==> src/rtl/cpa_pkg.sv <==
// Shared types, codes and constants of the chunk pool allocator.
package cpa_pkg;

  localparam int DEF_NUM_CHUNKS = 256;

  localparam int CNT_REG_W = 9;   // chunk_count register
  localparam int CB_W      = 13;  // chunk_bytes register
  localparam int ADDR_W    = 32;  // addresses and pool_base
  localparam int BCNT_W    = 20;  // byte_count field
  localparam int NEED_W    = 21;  // rounded chunk count of a byte count
  localparam int CFG_IDX_W = 2;
  localparam int CFG_DATA_W = 32;

  localparam logic [CNT_REG_W-1:0] RST_CHUNK_COUNT = 9'd256;
  localparam logic [CB_W-1:0]      RST_CHUNK_BYTES = 13'd64;
  localparam logic [ADDR_W-1:0]    RST_POOL_BASE   = 32'd0;

  localparam logic [CFG_IDX_W-1:0] CFG_CHUNK_COUNT = 2'd0;
  localparam logic [CFG_IDX_W-1:0] CFG_CHUNK_BYTES = 2'd1;
  localparam logic [CFG_IDX_W-1:0] CFG_POOL_BASE   = 2'd2;

  typedef enum logic [1:0] {
    REQ_ALLOC = 2'd0,
    REQ_FREE  = 2'd1,
    REQ_QUERY = 2'd2,
    REQ_NONE  = 2'd3
  } req_t;

  typedef enum logic [1:0] {
    ST_OK       = 2'd0,
    ST_NO_SPACE = 2'd1,
    ST_OUTSIDE  = 2'd2
  } status_t;

  typedef enum logic [3:0] {
    S_WIPE_INIT,
    S_WIPE,
    S_IDLE,
    S_DIV_BYTES,
    S_WAIT_NEED,
    S_ALLOC_CHK,
    S_SCAN,
    S_FILL,
    S_MUL,
    S_ALLOC_FIN,
    S_RANGE,
    S_RANGE_CHK,
    S_WAIT_POS,
    S_FREE_SETUP
  } state_t;

  typedef struct packed {
    logic    load_req;
    logic    div_start;
    logic    div_sel_offset;
    logic    save_need;
    logic    save_pos;
    logic    range_calc;
    logic    scan_init;
    logic    scan_run;
    logic    fill_alloc;
    logic    fill_free;
    logic    fill_wipe;
    logic    fill_run;
    logic    mul;
    logic    finish;
    status_t res_status;
    logic    res_block;
    logic    res_owned;
  } cmd_t;

  typedef struct packed {
    req_t req;
    logic div_busy;
    logic need_ok;
    logic in_pool;
    logic scan_hit;
    logic scan_end;
    logic fill_done;
  } stat_t;

endpackage

==> src/rtl/chunk_pool_allocator.sv <==
// Top level of the chunk pool allocator: controller, datapath and checks.
//
//  channel   handshake               payload
//  request   start & !busy           req_type, byte_count, address
//  result    done (one-cycle strobe) status, block_address, owned
//  config    cfg_write               cfg_index, cfg_data
//
// Allocate runs a 32-step divide to round the byte count, a scan of one map bit
// per cycle, a fill that marks each chunk of the block, and a multiply for the
// block address. Free of an address in the pool runs two divides on the shared
// divider, then clears its chunks.
// After reset the map RAM is wiped one chunk per cycle, with busy high. The result
// is held on its outputs until the next result is written.
module chunk_pool_allocator
  import cpa_pkg::*;
#(
  parameter int NUM_CHUNKS = DEF_NUM_CHUNKS
) (
  input  logic                  clk,
  input  logic                  rst,
  input  logic                  start,
  output logic                  busy,
  input  logic [1:0]            req_type,
  input  logic [BCNT_W-1:0]     byte_count,
  input  logic [ADDR_W-1:0]     address,
  input  logic                  cfg_write,
  input  logic [CFG_IDX_W-1:0]  cfg_index,
  input  logic [CFG_DATA_W-1:0] cfg_data,
  output logic                  done,
  output logic [1:0]            status,
  output logic [ADDR_W-1:0]     block_address,
  output logic                  owned
);

  cmd_t  cmd;
  stat_t st;

  cpa_ctrl u_ctrl (
    .clk      (clk),
    .rst      (rst),
    .start    (start),
    .req_type (req_type),
    .st       (st),
    .cmd      (cmd),
    .busy     (busy)
  );

  cpa_datapath #(
    .NUM_CHUNKS (NUM_CHUNKS)
  ) u_dp (
    .clk           (clk),
    .rst           (rst),
    .cfg_write     (cfg_write),
    .cfg_index     (cfg_index),
    .cfg_data      (cfg_data),
    .req_type      (req_type),
    .byte_count    (byte_count),
    .address       (address),
    .cmd           (cmd),
    .st            (st),
    .done          (done),
    .status        (status),
    .block_address (block_address),
    .owned         (owned)
  );

  a_alloc_goes_busy: assert property (@(posedge clk) disable iff (rst)
    start && !busy && (req_type == REQ_ALLOC) |=> busy)
    else $error("allocate accepted without entering work");

  a_fail_has_no_block: assert property (@(posedge clk) disable iff (rst)
    done && (status != ST_OK) |-> (block_address == '0) && !owned)
    else $error("failed item carries an address or ownership");

  a_done_follows_work: assert property (@(posedge clk) disable iff (rst)
    done |-> $past(busy) || $past(start))
    else $error("result without a request");

  a_wipe_before_service: assert property (@(posedge clk)
    $past(rst) && !rst |-> busy)
    else $error("map taken into service before the wipe");

endmodule

==> src/rtl/cpa_ram.sv <==
// Generic single-write, single-read RAM with registered read data.
module cpa_ram #(
  parameter int WIDTH = 1,
  parameter int DEPTH = 256
) (
  input  logic                     clk,
  input  logic                     we,
  input  logic [$clog2(DEPTH)-1:0] waddr,
  input  logic [WIDTH-1:0]         wdata,
  input  logic [$clog2(DEPTH)-1:0] raddr,
  output logic [WIDTH-1:0]         rdata
);

  logic [WIDTH-1:0] mem [DEPTH];

  always_ff @(posedge clk) begin
    if (we) begin
      mem[waddr] <= wdata;
    end
    rdata <= mem[raddr];
  end

endmodule

==> src/rtl/cpa_div.sv <==
// Restoring divider, one quotient bit per cycle, quotient and remainder.
module cpa_div
  import cpa_pkg::*;
#(
  parameter int DW = ADDR_W
) (
  input  logic            clk,
  input  logic            rst,
  input  logic            start,
  input  logic [DW-1:0]   dividend,
  input  logic [CB_W-1:0] divisor,
  output logic            busy,
  output logic [DW-1:0]   quotient,
  output logic [CB_W-1:0] remainder
);

  localparam int STEP_W = $clog2(DW + 1);

  logic [STEP_W-1:0] step;
  logic [CB_W:0]     shifted;
  logic              ge;
  logic [CB_W:0]     diff;

  assign shifted = {remainder, quotient[DW-1]};
  assign ge      = shifted >= {1'b0, divisor};
  assign diff    = shifted - {1'b0, divisor};

  always_ff @(posedge clk) begin
    if (rst) begin
      busy <= 1'b0;
      step <= '0;
    end else if (start) begin
      busy <= 1'b1;
      step <= STEP_W'(DW);
    end else if (busy) begin
      step <= step - 1'b1;
      if (step == STEP_W'(1)) begin
        busy <= 1'b0;
      end
    end
  end

  always_ff @(posedge clk) begin
    if (start) begin
      quotient  <= dividend;
      remainder <= '0;
    end else if (busy) begin
      quotient  <= {quotient[DW-2:0], ge};
      remainder <= ge ? diff[CB_W-1:0] : shifted[CB_W-1:0];
    end
  end

endmodule

==> src/rtl/cpa_datapath.sv <==
// Datapath: configuration, used-bit map, scan, fill, range check and results.
module cpa_datapath
  import cpa_pkg::*;
#(
  parameter int NUM_CHUNKS = DEF_NUM_CHUNKS
) (
  input  logic                  clk,
  input  logic                  rst,
  input  logic                  cfg_write,
  input  logic [CFG_IDX_W-1:0]  cfg_index,
  input  logic [CFG_DATA_W-1:0] cfg_data,
  input  logic [1:0]            req_type,
  input  logic [BCNT_W-1:0]     byte_count,
  input  logic [ADDR_W-1:0]     address,
  input  cmd_t                  cmd,
  output stat_t                 st,
  output logic                  done,
  output logic [1:0]            status,
  output logic [ADDR_W-1:0]     block_address,
  output logic                  owned
);

  localparam int IDX_W  = $clog2(NUM_CHUNKS);
  localparam int CNT_W  = $clog2(NUM_CHUNKS + 1);
  localparam int CMP_W  = (CNT_W > CNT_REG_W) ? CNT_W : CNT_REG_W;
  localparam int SPAN_W = CNT_W + CB_W;
  localparam int RNG_W  = (SPAN_W > ADDR_W) ? SPAN_W : ADDR_W;
  localparam int PROD_W = IDX_W + CB_W;

  // configuration
  logic [CNT_REG_W-1:0] chunk_count;
  logic [CB_W-1:0]      chunk_bytes;
  logic [ADDR_W-1:0]    pool_base;
  logic [CNT_W-1:0]     eff_count;
  logic [CB_W-1:0]      eff_bytes;

  // captured request
  req_t              req;
  logic [BCNT_W-1:0] bytes;
  logic [ADDR_W-1:0] addr;

  // division results
  logic [ADDR_W-1:0] div_q;
  logic [CB_W-1:0]   div_r;
  logic              div_busy;
  logic [NEED_W-1:0] need;
  logic [IDX_W-1:0]  pos;

  // range check
  logic [SPAN_W-1:0] span;
  logic [ADDR_W-1:0] offset;
  logic              below;
  logic              in_pool;

  // scan
  logic [CNT_W-1:0] rd_cnt;
  logic             rd_pend;
  logic [IDX_W-1:0] ev_idx;
  logic [CNT_W-1:0] run;
  logic [CNT_W-1:0] run_next;
  logic             issue;
  logic             map_q;
  logic [CNT_W-1:0] start_calc;
  logic [IDX_W-1:0] start_idx;

  // fill
  logic [CNT_W-1:0]  fill_idx;
  logic [CNT_W-1:0]  fill_end;
  logic              fill_bit;
  logic              fill_we;
  logic [NEED_W-1:0] room;

  logic [PROD_W-1:0] product;
  status_t           status_reg;

  always_comb begin
    if (CMP_W'(chunk_count) > CMP_W'(NUM_CHUNKS)) begin
      eff_count = CNT_W'(NUM_CHUNKS);
    end else begin
      eff_count = CNT_W'(chunk_count);
    end
  end

  assign eff_bytes = (chunk_bytes == '0) ? CB_W'(1) : chunk_bytes;

  always_ff @(posedge clk) begin
    if (rst) begin
      chunk_count <= RST_CHUNK_COUNT;
      chunk_bytes <= RST_CHUNK_BYTES;
      pool_base   <= RST_POOL_BASE;
    end else if (cfg_write) begin
      case (cfg_index)
        CFG_CHUNK_COUNT: chunk_count <= cfg_data[CNT_REG_W-1:0];
        CFG_CHUNK_BYTES: chunk_bytes <= cfg_data[CB_W-1:0];
        CFG_POOL_BASE:   pool_base   <= cfg_data[ADDR_W-1:0];
        default: ;
      endcase
    end
  end

  always_ff @(posedge clk) begin
    if (cmd.load_req) begin
      req   <= req_t'(req_type);
      bytes <= byte_count;
      addr  <= address;
    end
  end

  cpa_div #(
    .DW (ADDR_W)
  ) u_div (
    .clk       (clk),
    .rst       (rst),
    .start     (cmd.div_start),
    .dividend  (cmd.div_sel_offset ? offset : ADDR_W'(bytes)),
    .divisor   (eff_bytes),
    .busy      (div_busy),
    .quotient  (div_q),
    .remainder (div_r)
  );

  always_ff @(posedge clk) begin
    if (cmd.save_need) begin
      need <= div_q[NEED_W-1:0] + NEED_W'(div_r != '0);
    end
    if (cmd.save_pos) begin
      pos <= div_q[IDX_W-1:0];
    end
  end

  always_ff @(posedge clk) begin
    if (cmd.range_calc) begin
      span   <= SPAN_W'(eff_count) * SPAN_W'(eff_bytes);
      offset <= addr - pool_base;
      below  <= addr < pool_base;
    end
  end

  assign in_pool = !below && (RNG_W'(offset) < RNG_W'(span));

  // Scan: read one map bit per cycle, evaluate it the cycle after.
  assign issue      = rd_cnt < eff_count;
  assign run_next   = map_q ? '0 : run + 1'b1;
  assign start_calc = CNT_W'(ev_idx) + CNT_W'(1) - CNT_W'(need);
  assign start_idx  = start_calc[IDX_W-1:0];

  always_ff @(posedge clk) begin
    if (cmd.scan_init) begin
      rd_cnt  <= '0;
      rd_pend <= 1'b0;
      run     <= '0;
    end else if (cmd.scan_run) begin
      rd_cnt  <= rd_cnt + CNT_W'(issue);
      rd_pend <= issue;
      ev_idx  <= rd_cnt[IDX_W-1:0];
      if (rd_pend) begin
        run <= run_next;
      end
    end
  end

  // Fill: write one map bit per cycle over [fill_idx, fill_end).
  assign fill_we = cmd.fill_run && (fill_idx < fill_end);
  assign room    = NEED_W'(eff_count - CNT_W'(pos));

  always_ff @(posedge clk) begin
    if (cmd.fill_wipe) begin
      fill_idx <= '0;
      fill_end <= CNT_W'(NUM_CHUNKS);
      fill_bit <= 1'b0;
    end else if (cmd.fill_alloc) begin
      fill_idx <= start_calc;
      fill_end <= CNT_W'(ev_idx) + CNT_W'(1);
      fill_bit <= 1'b1;
    end else if (cmd.fill_free) begin
      fill_idx <= CNT_W'(pos);
      fill_end <= (need > room) ? eff_count : CNT_W'(NEED_W'(pos) + need);
      fill_bit <= 1'b0;
    end else if (fill_we) begin
      fill_idx <= fill_idx + 1'b1;
    end
  end

  cpa_ram #(
    .WIDTH (1),
    .DEPTH (NUM_CHUNKS)
  ) u_map (
    .clk   (clk),
    .we    (fill_we),
    .waddr (fill_idx[IDX_W-1:0]),
    .wdata (fill_bit),
    .raddr (rd_cnt[IDX_W-1:0]),
    .rdata (map_q)
  );

  always_ff @(posedge clk) begin
    if (cmd.fill_alloc) begin
      product <= PROD_W'(start_idx) * PROD_W'(eff_bytes);
    end else if (cmd.mul) begin
      product <= product;
    end
  end

  always_ff @(posedge clk) begin
    if (rst) begin
      done <= 1'b0;
    end else begin
      done <= cmd.finish;
    end
  end

  always_ff @(posedge clk) begin
    if (cmd.finish) begin
      status_reg    <= cmd.res_status;
      block_address <= cmd.res_block ? pool_base + ADDR_W'(product) : '0;
      owned         <= cmd.res_owned && in_pool;
    end
  end

  assign status = status_reg;

  always_comb begin
    st           = '0;
    st.req       = req;
    st.div_busy  = div_busy;
    st.need_ok   = (need != '0) && (need <= NEED_W'(eff_count));
    st.in_pool   = in_pool;
    st.scan_hit  = rd_pend && (NEED_W'(run_next) == need);
    st.scan_end  = !issue && !rd_pend;
    st.fill_done = fill_idx >= fill_end;
  end

endmodule

==> src/rtl/cpa_ctrl.sv <==
// Controller: sequences wipe, allocate, free and query over the datapath.
module cpa_ctrl
  import cpa_pkg::*;
(
  input  logic       clk,
  input  logic       rst,
  input  logic       start,
  input  logic [1:0] req_type,
  input  stat_t      st,
  output cmd_t       cmd,
  output logic       busy
);

  state_t state;
  state_t state_next;

  always_ff @(posedge clk) begin
    if (rst) begin
      state <= S_WIPE_INIT;
    end else begin
      state <= state_next;
    end
  end

  assign busy = (state != S_IDLE);

  always_comb begin
    state_next = state;
    cmd        = '0;
    case (state)
      S_WIPE_INIT: begin
        cmd.fill_wipe = 1'b1;
        state_next    = S_WIPE;
      end
      S_WIPE: begin
        cmd.fill_run = 1'b1;
        if (st.fill_done) begin
          state_next = S_IDLE;
        end
      end
      S_IDLE: begin
        if (start) begin
          cmd.load_req = 1'b1;
          case (req_t'(req_type))
            REQ_ALLOC: state_next = S_DIV_BYTES;
            REQ_FREE:  state_next = S_RANGE;
            REQ_QUERY: state_next = S_RANGE;
            default: begin
              cmd.finish     = 1'b1;
              cmd.res_status = ST_OK;
            end
          endcase
        end
      end
      S_DIV_BYTES: begin
        cmd.div_start = 1'b1;
        state_next    = S_WAIT_NEED;
      end
      S_WAIT_NEED: begin
        if (!st.div_busy) begin
          cmd.save_need = 1'b1;
          state_next    = (st.req == REQ_ALLOC) ? S_ALLOC_CHK : S_FREE_SETUP;
        end
      end
      S_ALLOC_CHK: begin
        if (st.need_ok) begin
          cmd.scan_init = 1'b1;
          state_next    = S_SCAN;
        end else begin
          cmd.finish     = 1'b1;
          cmd.res_status = ST_NO_SPACE;
          state_next     = S_IDLE;
        end
      end
      S_SCAN: begin
        cmd.scan_run = 1'b1;
        if (st.scan_hit) begin
          cmd.fill_alloc = 1'b1;
          state_next     = S_FILL;
        end else if (st.scan_end) begin
          cmd.finish     = 1'b1;
          cmd.res_status = ST_NO_SPACE;
          state_next     = S_IDLE;
        end
      end
      S_FILL: begin
        cmd.fill_run = 1'b1;
        if (st.fill_done) begin
          if (st.req == REQ_ALLOC) begin
            state_next = S_MUL;
          end else begin
            cmd.finish     = 1'b1;
            cmd.res_status = ST_OK;
            state_next     = S_IDLE;
          end
        end
      end
      S_MUL: begin
        cmd.mul    = 1'b1;
        state_next = S_ALLOC_FIN;
      end
      S_ALLOC_FIN: begin
        cmd.finish     = 1'b1;
        cmd.res_status = ST_OK;
        cmd.res_block  = 1'b1;
        state_next     = S_IDLE;
      end
      S_RANGE: begin
        cmd.range_calc = 1'b1;
        state_next     = S_RANGE_CHK;
      end
      S_RANGE_CHK: begin
        if (st.req == REQ_QUERY) begin
          cmd.finish     = 1'b1;
          cmd.res_status = ST_OK;
          cmd.res_owned  = 1'b1;
          state_next     = S_IDLE;
        end else if (!st.in_pool) begin
          cmd.finish     = 1'b1;
          cmd.res_status = ST_OUTSIDE;
          state_next     = S_IDLE;
        end else begin
          cmd.div_start      = 1'b1;
          cmd.div_sel_offset = 1'b1;
          state_next         = S_WAIT_POS;
        end
      end
      S_WAIT_POS: begin
        // hold the offset select until the quotient is taken
        cmd.div_sel_offset = 1'b1;
        if (!st.div_busy) begin
          cmd.save_pos = 1'b1;
          state_next   = S_DIV_BYTES;
        end
      end
      S_FREE_SETUP: begin
        cmd.fill_free = 1'b1;
        state_next    = S_FILL;
      end
      default: begin
        state_next = S_WIPE_INIT;
      end
    endcase
  end

endmodule

==> config.mk <==
export PLATFORM = sky130hd
export DESIGN_NAME = chunk_pool_allocator
export DESIGN_NICKNAME = d
export VERILOG_FILES = /design/src/rtl/cpa_pkg.sv /design/src/rtl/chunk_pool_allocator.sv /design/src/rtl/cpa_ram.sv /design/src/rtl/cpa_div.sv /design/src/rtl/cpa_datapath.sv /design/src/rtl/cpa_ctrl.sv
export SDC_FILE = /design/constraint.sdc
export NUM_CORES = 2
export LEC_CHECK = 0
export CORE_ASPECT_RATIO = 1.1
export CORE_MARGIN = 4
export CORE_UTILIZATION = 40
export DETAILED_ROUTE_END_ITERATION = 10
export DONT_BUFFER_PORTS = 1
export SKIP_LAST_GASP = 1
export SYNTH_ARGS = -nofsm -noshare
export SYNTH_HDL_FRONTEND = slang
export SYNTH_SLANG_ARGS = --single-unit
==> constraint.sdc <==
create_clock -name clk -period 6.7 [get_ports clk]
set_input_delay 1.005 -clock clk [delete_from_list [all_inputs] [get_ports clk]]
set_output_delay 1.005 -clock clk [all_outputs]
set_load 0.1 [all_outputs]
==> flow_metrics.py <==
metrics = {
    "status": {
        "outcome": "completed",
    },
    "placement": {
        "dpl_worst_slack_ns": -0.102,
        "dp_cells": 4684,
        "hpwl_mm": 70.4,
        "port_buffers": 0,
        "routabilityCongestion": 0.883,
    },
    "die": {
        "ioPinCount": 129,
        "die_area_um2": 98500,
        "coreArea_um2": 92700,
        "die_w_um": 300,
        "initial_core_util_pct": 40.4,
        "die_y_um": 329,
        "row_count": 117,
    },
    "sta": {
        "whs_ns": 0.427,
        "fin_crit_ns": 6.46,
        "worstMarginPinSlew_ns": 1.13,
        "finClkSkew_ns": 0.0304,
        "final_max_slew_viol_count": 0,
        "relSlewSlack_pct": 24.3,
        "rsz0062_at_grt": "no",
        "setup_viol": 0,
        "min_period_over_period_pct": 96.4,
        "max_freq_ghz": 0.155,
        "setup_ws_ns": 0.244,
        "hold_viol_final": 0,
    },
    "drt": {
        "drtIter0Drc": 2091,
        "drt-total-wl_mm": 100,
        "via_per_inst": 5.42,
        "drc": 0,
        "detail_route.wl_per_cell_um": 20.8,
        "firstDrtPassIters": 5,
        "vias": 26100,
        "drtAntennaViolNets": 0,
    },
    "grt": {
        "track_usage_pct": 20.2,
        "grt_overflow": 0,
        "grt_pass1_vias": 25700,
        "antenna_found_initial": 0,
        "grt_max_degree": 115,
        "grt_pass1_wl_mm": 153,
    },
    "cts": {
        "ctsLongestPathBuffers": 3,
        "cts_hold_buf": 0,
        "cts_buffers": 70,
        "path_clk_slew_ns": 0.06,
        "worstSkewPairLatency_ns": 0.65,
        "clock-root-buffer": "clkbuf_16",
        "cts_num_sinks": 608,
        "cts_tree": "built",
        "htree_num_levels": 3,
    },
    "cells_and_area": {
        "antenna_cells": 0,
        "layout_common_cells": "edfxtp_1, nor2_1, nand2_1, inv_1, ha_1",
        "final.fill_count": 8649,
        "largest_reg_flops": 256,
        "drive_above_1_share_pct": 9.55,
        "nets": 4010,
        "regMostFlops": "u_dp.u_map.mem",
        "stdcell_count": 4818,
        "final_common_cell": "edfxtp_1",
        "fin_util_pct": 45.0,
        "areaGrowthSynthToFinish_pct": 11.5,
    },
    "synthesis": {
        "ys_warn_count": 0,
        "synth_seq_area_share_pct": 45.6,
        "syn-cell-area_um2": 37400,
        "yosysTopAreaCell": "edfxtp_1",
        "synth_nets": 3976,
        "ys_ff_latch": 608,
        "synthFlopType": "edfxtp_1",
        "yosys.cell_types.count": 80,
        "synth_edf_count": 490,
        "async_flop_share_pct": 0,
        "synth.area.top_cells": "edfxtp_1, ha_1, fa_1",
        "syn_inst": 3479,
        "synth_top_area_share_pct": 39.3,
        "syn_area_per_cell_um2": 10.8,
    },
    "pwr": {
        "p_int_uw": 7500,
        "pwr-share-clk_pct": 34.5,
        "seqPwrFrac_pct": 43.2,
        "power.switching_uw": 3560,
        "p_comb_share_pct": 22.3,
        "power_density_nw_per_um2": 265,
        "finalPower_uw": 11100,
        "swShare_pct": 32.2,
        "ir_drop_uv": 222,
        "power_leakage_uw": 0.0162,
    },
    "job": {
        "cap_violations": 0,
    },
    "worst_setup_path": {
        "cp_max_fo": 3,
        "crit_required_ns": 7.18,
        "setup.worst_path.class": "flip-flop to flip-flop",
        "setup.worst_path.start_class": "flip-flop",
        "worst_setup_path_end_kind": "flip-flop",
        "arrival_ns": 6.94,
    },
    "worst_hold_path": {
        "hp-class": "primary input to flip-flop",
    },
}
## worst paths after layout
path | depth (start not counted) | from | end | slack [ns]
max | 26 | u_dp.ev_idx[1] | u_dp.product[20] | 0.24
min | 1 | rst | u_dp.u_div.step[5] | 0.43
max reg2reg | 26 | u_dp.ev_idx[1] | u_dp.product[20] | 0.24
min reg2reg | 2 | u_dp.pool_base[2] | u_dp.pool_base[2] | 0.48
## cell usage after synthesis, types with 6 or more instances
library cell and instances:
a211o_1 9, a211oi_1 26, a21boi_0 8, a21o_1 60, a21oi_1 183, a22o_1 6
a31oi_1 21, and2_1 60, and3_1 23, buf_1 15, buf_2 7, clkbuf_1 116
dfxtp_1 118, edfxtp_1 490, fa_1 150, ha_1 255, inv_1 316, mux2i_1 48
mux4_2 85, nand2_1 337, nand2b_1 39, nand3_1 57, nand3b_1 10, nand4_1 32
nor2_1 490, nor2b_1 37, nor3_1 51, nor4_1 16, o211ai_1 14, o21a_1 19
o21ai_0 86, o21ai_1 8, o21bai_1 11, o311ai_0 8, o31ai_1 12, or3_1 20
or4_1 8, xnor2_1 88, xor2_1 52
## stage by stage
| stage | area [µm²] | setup TNS (ns) |
|---|---|---|
| 3_5_place_dp | 39200 | -0.102 |
| 2_1_floorplan | 37400 | 0 |
| 5_1_grt | 41700 | 0 |
| 6_report | 41700 | 0 |
| 4_1_cts | 41600 | 0 |
| 3_3_place_gp | 39200 | -0.0871 |
## routing by layer
metal | part of all wire, % | global-route usage (%)
met4 | 3.8 | 7.61
met2 | 48 | 34.0
met1 | 42 | 26.3
met3 | 5.9 | 3.22
met5 | 0 | 0
## power groups by stage
stage	registers (µW)	logic, µW	clock network [µW]
3_3_place_gp	4850	2400	0
3_5_place_dp	4850	2420	0
5_1_grt	4800	2730	4070
2_1_floorplan	4680	1820	0
6_report	4780	2460	3820
4_1_cts	4770	2440	3900
## logic make-up after synthesis
| group | after synthesis | synth area share (%) |
|---|---|---|
| adders and majority gates | 405 | 16.5 |
| buffers and inverters | 462 | 4.71 |
| muxes | 137 | 6.52 |
| xor gates and xnor gates | 141 | 3.34 |
| AOI/OAI and AO/OA | 522 | 8.85 |
| and+or+nand+nor | 1204 | 14.4 |
| DFF | 608 | 45.6 |
## cell type report
class                   instances  area, µm²  area share [%]
clock buffers                  93       1950            4.67
clock inverters                35        357           0.854
flip-flops and latches        608      17100            40.9
well taps                    1249       1560            3.74
multi-input cells            2409      18800            45.0
inverters                     319       1200            2.87
repair buffers                105        806            1.93
## worst max-delay path, cell delays in order (launching register included)
cell	delay [ns]
edfxtp_1	0.45
ha_4	0.28
ha_1	0.27
nor2b_1	0.13
o21ai_1	0.13
nand2b_1	0.09
a21o_1	0.18
a21o_1	0.19
buf_4	0.16
xor2_4	0.16
buf_6	0.13
buf_4	0.13
and2_1	0.16
fa_1	0.51
fa_1	0.45
fa_1	0.55
inv_1	0.05
fa_1	0.53
inv_1	0.06
ha_4	0.24
and3_1	0.19
a211o_1	0.28
a31o_2	0.25
a41o_1	0.22
buf_4	0.15
and4_1	0.20
nor3_2	0.16
## what timing repair did
item,CTS,global route
setup endpoints to repair,2,7
pin swaps,4,21
resized for setup,3,26
setup buffers,1,4
cloned,0,1
Note: power is estimated with default switching activity, not from simulation.
